File: src/design/round_robin_quantum_scheduler_defines.svh
// assertion macros for the round-robin quantum scheduler
`ifndef ROUND_ROBIN_QUANTUM_SCHEDULER_DEFINES_SVH
`define ROUND_ROBIN_QUANTUM_SCHEDULER_DEFINES_SVH

`ifndef ASSERT_OFF
`define RRQS_ASSERT(label, clk, rst, prop, msg) \
  label: assert property (@(posedge clk) disable iff (rst) prop) else $error(msg);
`define RRQS_ASSERT_NEVER(label, clk, rst, cond, msg) \
  label: assert property (@(posedge clk) disable iff (rst) !(cond)) else $error(msg);
`else
`define RRQS_ASSERT(label, clk, rst, prop, msg)
`define RRQS_ASSERT_NEVER(label, clk, rst, cond, msg)
`endif

`endif

File: src/design/rrqs_pkg.sv
// shared types and constants for the round-robin quantum scheduler
`default_nettype none

package rrqs_pkg;

  localparam int SLOT_W  = 2;
  localparam int TIME_W  = 8;
  localparam int CLOCK_W = 16;

  localparam logic [TIME_W-1:0]  QUANTUM_RESET = 8'd4;
  localparam logic [TIME_W-1:0]  QUANTUM_MIN   = 8'd1;
  localparam logic [CLOCK_W-1:0] CLOCK_MAX     = 16'hFFFF;

  localparam logic MODE_LOAD = 1'b0;
  localparam logic MODE_STEP = 1'b1;

  typedef enum logic [1:0] {
    S_IDLE,
    S_CALC,
    S_EMIT
  } rrqs_state_t;

endpackage

`default_nettype wire

File: src/design/rrqs_ram.sv
// generic simple dual-port ram with registered read
`default_nettype none

module rrqs_ram #(
  parameter int WIDTH = 8,
  parameter int DEPTH = 4
) (
  input  wire logic                     clk,
  input  wire logic                     we,
  input  wire logic [$clog2(DEPTH)-1:0] waddr,
  input  wire logic [WIDTH-1:0]         wdata,
  input  wire logic [$clog2(DEPTH)-1:0] raddr,
  output logic      [WIDTH-1:0]         rdata
);

  logic [WIDTH-1:0] mem [DEPTH];

  always_ff @(posedge clk) begin
    if (we) begin
      mem[waddr] <= wdata;
    end
    rdata <= mem[raddr];
  end

endmodule

`default_nettype wire

File: src/design/round_robin_quantum_scheduler.sv
// Round-robin scheduler with a fixed time quantum over NUM_SLOTS job slots.
// A load transaction (mode 0) writes a burst time into a slot and gives no
// result; a slot index at or beyond NUM_SLOTS is ignored. A step transaction
// (mode 1) picks the first pending slot at or after the rotating pointer,
// serves it for min(quantum, remaining) and returns one result; with nothing
// pending it returns all_done with a zero slice. Remaining times live in a ram
// with a registered read, so a step is a read-modify-write: the entry is read
// at acceptance, updated and written back in the next cycle, and the result
// is held in the same cycle (at acceptance when nothing is pending, as the
// update is skipped). A new transaction is taken once a step has left S_EMIT
// for S_IDLE, and a load does not stall the input; a step waits in S_EMIT with
// the input stalled while the previous result still sits stalled at the
// output. A pending flag per slot, cleared at reset, marks the nonzero
// entries, so the ram needs no clearing pass. The global clock saturates at
// 65535 and a quantum of zero acts as one.
`default_nettype none
`include "round_robin_quantum_scheduler_defines.svh"

module round_robin_quantum_scheduler #(
  parameter int NUM_SLOTS = 4
) (
  input  wire logic                          clk,
  input  wire logic                          rst,
  // configuration
  input  wire logic                          cfg_valid,
  output logic                               cfg_ready,
  input  wire logic [rrqs_pkg::TIME_W-1:0]   quantum,
  // input channel
  input  wire logic                          in_valid,
  output logic                               in_stall,
  input  wire logic                          mode,
  input  wire logic [rrqs_pkg::SLOT_W-1:0]   slot_index,
  input  wire logic [rrqs_pkg::TIME_W-1:0]   burst_time,
  // output channel
  output logic                               out_valid,
  input  wire logic                          out_stall,
  output logic      [rrqs_pkg::SLOT_W-1:0]   served_slot,
  output logic      [rrqs_pkg::TIME_W-1:0]   slice_length,
  output logic      [rrqs_pkg::TIME_W-1:0]   remaining_after,
  output logic      [rrqs_pkg::CLOCK_W-1:0]  clock_after,
  output logic                               job_finished,
  output logic                               all_done
);

  import rrqs_pkg::*;

  localparam int IDX_W = $clog2(NUM_SLOTS);

  rrqs_state_t state, state_next;

  logic [TIME_W-1:0]    quantum_reg;
  logic [NUM_SLOTS-1:0] nz;
  logic [IDX_W-1:0]     ptr;
  logic [IDX_W-1:0]     sel_idx;
  logic [CLOCK_W-1:0]   gclk;

  // result waiting for the output register
  logic [SLOT_W-1:0]  res_slot;
  logic [TIME_W-1:0]  res_slice;
  logic [TIME_W-1:0]  res_rem;
  logic [CLOCK_W-1:0] res_clock;
  logic               res_finished;
  logic               res_all_done;

  logic in_accept;
  logic is_load;
  logic is_step;
  logic load_ok;
  logic [IDX_W-1:0] load_addr;
  logic [IDX_W+SLOT_W-1:0] load_wide;
  logic [IDX_W+SLOT_W-1:0] sel_wide;

  logic             hi_found, lo_found, any_pending;
  logic [IDX_W-1:0] hi_idx, lo_idx, find_idx;

  logic             ram_we;
  logic [IDX_W-1:0] ram_waddr;
  logic [TIME_W-1:0] ram_wdata;
  logic [TIME_W-1:0] ram_rdata;

  logic [TIME_W-1:0]    q_eff, slice, rem_new;
  logic [CLOCK_W:0]     clk_sum;
  logic [CLOCK_W-1:0]   clk_new;
  logic [NUM_SLOTS-1:0] nz_after;
  logic [IDX_W-1:0]     ptr_after;
  logic                 out_free;

  assign cfg_ready = 1'b1;
  assign in_stall  = (state != S_IDLE);
  assign in_accept = in_valid && !in_stall;
  assign is_load   = in_accept && (mode == MODE_LOAD);
  assign is_step   = in_accept && (mode == MODE_STEP);
  assign out_free  = !out_valid || !out_stall;

  assign load_wide = {{IDX_W{1'b0}}, slot_index};
  assign load_addr = load_wide[IDX_W-1:0];
  assign load_ok   = (32'(slot_index) < NUM_SLOTS);
  assign sel_wide  = {{SLOT_W{1'b0}}, sel_idx};

  // rotating priority search over the pending flags
  always_comb begin
    hi_found = 1'b0;
    lo_found = 1'b0;
    hi_idx   = '0;
    lo_idx   = '0;
    for (int i = NUM_SLOTS - 1; i >= 0; i--) begin
      if (nz[i]) begin
        lo_found = 1'b1;
        lo_idx   = IDX_W'(i);
        if (IDX_W'(i) >= ptr) begin
          hi_found = 1'b1;
          hi_idx   = IDX_W'(i);
        end
      end
    end
    any_pending = lo_found;
    find_idx    = hi_found ? hi_idx : lo_idx;
  end

  // slice arithmetic on the entry read back from the ram
  always_comb begin
    q_eff   = (quantum_reg == '0) ? QUANTUM_MIN : quantum_reg;
    slice   = (ram_rdata < q_eff) ? ram_rdata : q_eff;
    rem_new = ram_rdata - slice;
    clk_sum = {1'b0, gclk} + {{(CLOCK_W + 1 - TIME_W){1'b0}}, slice};
    clk_new = clk_sum[CLOCK_W] ? CLOCK_MAX : clk_sum[CLOCK_W-1:0];
    nz_after          = nz;
    nz_after[sel_idx] = (rem_new != '0);
    ptr_after = (32'(sel_idx) == NUM_SLOTS - 1) ? '0 : sel_idx + 1'b1;
  end

  always_comb begin
    ram_we    = 1'b0;
    ram_waddr = load_addr;
    ram_wdata = burst_time;
    if (state == S_CALC) begin
      ram_we    = 1'b1;
      ram_waddr = sel_idx;
      ram_wdata = rem_new;
    end else if (is_load && load_ok) begin
      ram_we = 1'b1;
    end
  end

  rrqs_ram #(
    .WIDTH(TIME_W),
    .DEPTH(NUM_SLOTS)
  ) u_table (
    .clk  (clk),
    .we   (ram_we),
    .waddr(ram_waddr),
    .wdata(ram_wdata),
    .raddr(find_idx),
    .rdata(ram_rdata)
  );

  always_comb begin
    state_next = state;
    case (state)
      S_IDLE: begin
        if (is_step) begin
          state_next = any_pending ? S_CALC : S_EMIT;
        end
      end
      S_CALC: state_next = S_EMIT;
      S_EMIT: begin
        if (out_free) begin
          state_next = S_IDLE;
        end
      end
      default: state_next = S_IDLE;
    endcase
  end

  always_ff @(posedge clk) begin
    if (rst) begin
      state <= S_IDLE;
    end else begin
      state <= state_next;
    end
  end

  always_ff @(posedge clk) begin
    if (rst) begin
      quantum_reg <= QUANTUM_RESET;
    end else if (cfg_valid && cfg_ready) begin
      quantum_reg <= quantum;
    end
  end

  always_ff @(posedge clk) begin
    if (rst) begin
      nz   <= '0;
      ptr  <= '0;
      gclk <= '0;
    end else if (state == S_CALC) begin
      nz   <= nz_after;
      ptr  <= ptr_after;
      gclk <= clk_new;
    end else if (is_load && load_ok) begin
      nz[load_addr] <= (burst_time != '0);
    end
  end

  always_ff @(posedge clk) begin
    if (is_step) begin
      sel_idx <= find_idx;
      if (!any_pending) begin
        res_slot     <= '0;
        res_slice    <= '0;
        res_rem      <= '0;
        res_clock    <= gclk;
        res_finished <= 1'b0;
        res_all_done <= 1'b1;
      end
    end else if (state == S_CALC) begin
      res_slot     <= sel_wide[SLOT_W-1:0];
      res_slice    <= slice;
      res_rem      <= rem_new;
      res_clock    <= clk_new;
      res_finished <= (rem_new == '0);
      res_all_done <= (nz_after == '0);
    end
  end

  always_ff @(posedge clk) begin
    if (rst) begin
      out_valid <= 1'b0;
    end else if (state == S_EMIT && out_free) begin
      out_valid <= 1'b1;
    end else if (!out_stall) begin
      out_valid <= 1'b0;
    end
  end

  always_ff @(posedge clk) begin
    if (state == S_EMIT && out_free) begin
      served_slot     <= res_slot;
      slice_length    <= res_slice;
      remaining_after <= res_rem;
      clock_after     <= res_clock;
      job_finished    <= res_finished;
      all_done        <= res_all_done;
    end
  end

  // pending flags only move on a load or on the write-back cycle
  `RRQS_ASSERT(a_flags_stable, clk, rst, (state == S_EMIT) |=> $stable(nz), "pending flags moved")
  // the slot chosen for a slice must still be pending when its entry comes back
  `RRQS_ASSERT(a_sel_pending, clk, rst, (state == S_CALC) |-> nz[sel_idx], "slot not pending")
  // the global clock only moves forward
  `RRQS_ASSERT(a_clock_mono, clk, rst, !rst |=> (gclk >= $past(gclk)), "clock went backwards")
  // a finished job leaves no time behind
  `RRQS_ASSERT_NEVER(a_finish_rem, clk, rst, out_valid && job_finished && |remaining_after, "time left")

endmodule

`default_nettype wire
File: config.mk
export PLATFORM = sky130hd
export DESIGN_NAME = round_robin_quantum_scheduler
export DESIGN_NICKNAME = d
export VERILOG_FILES = /design/src/design/rrqs_pkg.sv /design/src/design/rrqs_ram.sv /design/src/design/round_robin_quantum_scheduler.sv
export VERILOG_INCLUDE_DIRS = /design/src /design/src/design
export SDC_FILE = /design/constraint.sdc
export NUM_CORES = 1
export LEC_CHECK = 0
export ABC_AREA = 0
export ABC_CLOCK_PERIOD_IN_PS = 13250
export BUFFER_PORTS_ARGS = -buffer_cell sky130_fd_sc_hd__buf_2
export CORE_ASPECT_RATIO = 0.7
export CORE_MARGIN = 10
export CORE_UTILIZATION = 50
export CTS_CLUSTER_DIAMETER = 150
export CTS_CLUSTER_SIZE = 14
export DETAILED_ROUTE_END_ITERATION = 10
export PLACE_DENSITY = 0.67
export SYNTH_ARGS = -nofsm -noshare
export SYNTH_HDL_FRONTEND = slang
export SYNTH_SLANG_ARGS = --single-unit
File: constraint.sdc
create_clock -name clk -period 13.25 [get_ports clk]
set_clock_uncertainty 0.05 [all_clocks]
set_input_delay 0 -clock clk [delete_from_list [all_inputs] [get_ports clk]]
set_output_delay 0 -clock clk [all_outputs]
set_load 0.1 [all_outputs]
==> impl_results.md <==
* Worst-Margin Slew at roughly 1.2 ns
* Vias at between 4k and 5k
* Final hold slack at between 0.02 and 0.03 ns
* Num Clock Sinks at 147
* Run status: finished, final reports clean
* F_max at 216 MHz
* Slew HR at between 20% and 30%
* Die height at approximately 120 um
* Worst hold path class: in -> reg
* Syn-to-layout area delta at 19.0%
* Sw Ratio at between 30% and 40%
* Start point of the worst hold path: burst_time[0]
* Share of layout cells above drive strength 1 at 17.0%
* CTS tree: done
* Part of the power in combinational logic at between 10% and 20%
* Register bank with the most flops: u_table.mem
* Die ar. at about 18000 um^2
* Setup CP Type: reg -> reg
* Initial Util at 51.0%
* Most frequent cells in the layout: edfxtp_1, nor2_1, buf_2
* Final Hold Vio Count at 0
* CP Capture Type: register
* Layout Nets at around 700
* Tcrit/Tclk final at approximately a third
* Post-DP HPWL at between 10000 and 15000 um
* Placed Area at 7140 um^2
* RSZ-0062 raised after global routing: false
* Worst Hold End: u_table.mem[2][0]$_DFFE_PP_
* Avg Cell Area, Syn at roughly 12 um^2
* Post-Route WL at 15600 um
* Ys flop type: edfxtp_1
* WHS Path Cells at 3
* Syn Inst Count at between 500 and 600
* Number of synthesized flops with an enable pin at about 110
* Number of max-cap violations at 0
* Antenna viol nets, final at 0
* Power Internal at approximately 0.00086 W
* R2r endpoint: res_clock[13]$_DFFE_PP_
* Max reg flops at 32
* Pre-Repair DR Iteration Count at 5
* Via-to-Cell Ratio at ~5.7
* Final setup vio count at 0
* Power Total at between 0.001 and 0.0015 W
* Final min period at 4.62 ns
* IO Count at 63
* Sequential fraction of the synthesis area at between 60% and 70%
* Reg clk slew, reported paths at 0.07 ns
* Drt initial violations at around 410
* Share of the synthesized area in the top cell type at between 40% and 50%
* Crit path DAT at ~4.7 ns
* Htree depth at 4
* Critical path fanouts, max at 8
* Most common cell after layout, fill and taps aside: edfxtp_1
* Yosys Warn Count at 0
* Post-synth ARST share at 0%
* Final Slew Violations at 0
* Synth Register Bits at roughly 150
* Gr ovfl total at 0
* Vias in the first global route at between 4k and 5k
* Pwr Density at roughly 160 nW/um^2
* Setup TNS at 0 ns
* Worst-Skew Late Latency at approximately 0.43 ns
* DR WL/cell at 18.8 um
* R2R cell count at 15
* Worst setup SP type: register
* Post-synth top area cell: edfxtp_1
* Antenna violations before repair at 0
* DRC at 0
* First-pass GRT wire length at 24700 um
* CTS root buf: clkbuf_16
* Sw Pwr at approximately 0.00037 W
* R2R Setup Slk at roughly 8.6 ns
* Synth cell types at 63
* Mapped Nets at 619
* CTS Buffer Depth at 2
* Rows at 35
* Largest net degree at the start of global routing at 37
* Peak supply drop at around 91 uV
* Synthesized area at around 6700 um^2
* Cts repair resizes at 0
* Leakage at 3.06 nW
* Cts bufs inserted at 17
* FF-to-FF Start: quantum_reg[1]$_SDFFE_PP0P_
* Crit path required time at about 13 ns
* Core Box Area at ~13000 um^2
* N_diodes at 0
* Gr usage total at between 10% and 20%
* DIE WIDTH at between 150 and 200 um
* Reg power frac at between 40% and 50%
* Final core utilization at roughly three fifths
* Post-route cell area at between 7000 and 8000 um^2
* Clock share of power at between 30 and 40%
* Main area contributors after synthesis: edfxtp_1, dfxtp_1, ha_1
* Placer Congestion at a little over 0.9
* PortBufs at 61
cell type report:
cell class                      instances  area (um^2)
Fill cell                            1038         5150
Sequential cell                       147         4000
Multi-Input combinational cell        362         2450
Timing Repair Buffer                   88          561
Clock buffer                           17          425
Tap cell                              166          208
Clock inverter                         15          161
Inverter                               34          128
layer usage:
layer / routed length (um) / global-route usage [%] / vias up / part of all wire (%)
li1: - / - / 2268 / -
met1: 7260 / 23.6 / 2308 / 47
met2: 7020 / 26.6 / 166 / 45
met3: 1120 / 5.08 / 15 / 7.2
met4: 192 / 5.60 / 0 / 1.2
met5: 0 / 0 / - / 0
what timing repair did:
| item | 4_1_cts | 5_1_grt |
|---|---|---|
| setup buffers | 0 | 0 |
| setup endpoints to repair | 0 | 0 |
| hold buffers | 21 | 0 |
| endpoints found under the hold margin | 25 | 0 |
power groups by stage:
| stage | Sequential, W | Combinational (W) | Clock, W |
|---|---|---|---|
| 2_1_floorplan | 0.000580 | 0.000119 | 0 |
| 3_3_place_gp | 0.000549 | 0.000205 | 0 |
| 3_5_place_dp | 0.000550 | 0.000209 | 0 |
| 4_1_cts | 0.000540 | 0.000216 | 0.000482 |
| 5_1_grt | 0.000543 | 0.000238 | 0.000504 |
| 6_report | 0.000541 | 0.000217 | 0.000478 |
cell families (layout without fill, tap and decap cells):
| logic type | after synthesis | count (layout) | share of synthesized area (%) |
|---|---|---|---|
| XOR/XNOR | 9 | 9 | 1.18 |
| AND/OR/NAND/NOR | 160 | 160 | 11.7 |
| other | 1 | 1 | 0.0562 |
| AO/OA/AOI/OAI | 134 | 134 | 13.5 |
| multiplexers | 30 | 30 | 4.67 |
| adder cells (fa/ha/maj) | 28 | 28 | 5.48 |
| buffers and inverters | 58 | 154 | 3.45 |
| flip-flops | 147 | 147 | 60.0 |
worst max-delay path: stages (launching register included):
cell,delay [ns]
dfxtp_1,0.39
inv_1,0.07
ha_1,0.30
a211oi_1,0.21
nor2_1,0.09
or3_4,0.38
a21oi_4,0.35
mux2i_1,0.58
inv_1,0.10
ha_1,0.30
a21oi_1,0.08
o22ai_1,0.29
a41oi_2,0.33
nand2b_1,0.31
nor2_1,0.17
mux2_1,0.36
worst max path at each step:
| stage | start | endpoint | depth (start not counted) |
|---|---|---|---|
| after detailed placement | quantum_reg[1]$_SDFFE_PP0P_ | res_clock[13]$_DFFE_PP_ | 15 |
| final | quantum_reg[1]$_SDFFE_PP0P_ | res_clock[13]$_DFFE_PP_ | 15 |
| after floorplan | quantum_reg[1]$_SDFFE_PP0P_ | res_clock[12]$_DFFE_PP_ | 16 |
| after global placement | quantum_reg[1]$_SDFFE_PP0P_ | res_clock[12]$_DFFE_PP_ | 16 |
| after CTS | quantum_reg[1]$_SDFFE_PP0P_ | res_clock[13]$_DFFE_PP_ | 15 |
| after global routing | quantum_reg[1]$_SDFFE_PP0P_ | res_clock[12]$_DFFE_PP_ | 16 |
cells in the mapped netlist (all sizes together), types with 3 or more instances:
| master | n |
|---|---|
| a211o | 4 |
| a211oi | 21 |
| a21o | 4 |
| a21oi | 37 |
| a311oi | 3 |
| a31oi | 5 |
| a41oi | 5 |
| and2 | 5 |
| and3 | 8 |
| buf | 8 |
| clkbuf | 16 |
| dfxtp | 41 |
| edfxtp | 106 |
| ha | 26 |
| inv | 34 |
| mux2 | 6 |
| mux2i | 24 |
| nand2 | 31 |
| nand2b | 8 |
| nand3 | 7 |
| nor2 | 63 |
| nor2b | 12 |
| nor3 | 7 |
| nor4 | 7 |
| o211ai | 3 |
| o21a | 6 |
| o21ai | 26 |
| o22ai | 4 |
| or3 | 3 |
| xnor2 | 4 |
| xor2 | 5 |
metrics by stage:
stage / setup WS [ns] / cells
CTS: 8.63 / 829
detailed placement: 8.66 / 776
global placement: 8.79 / 776
finish: 8.63 / 829
global route: 8.25 / 829
floorplan: 9.11 / 567
No activity file was read; power rests on OpenSTA's default activity.
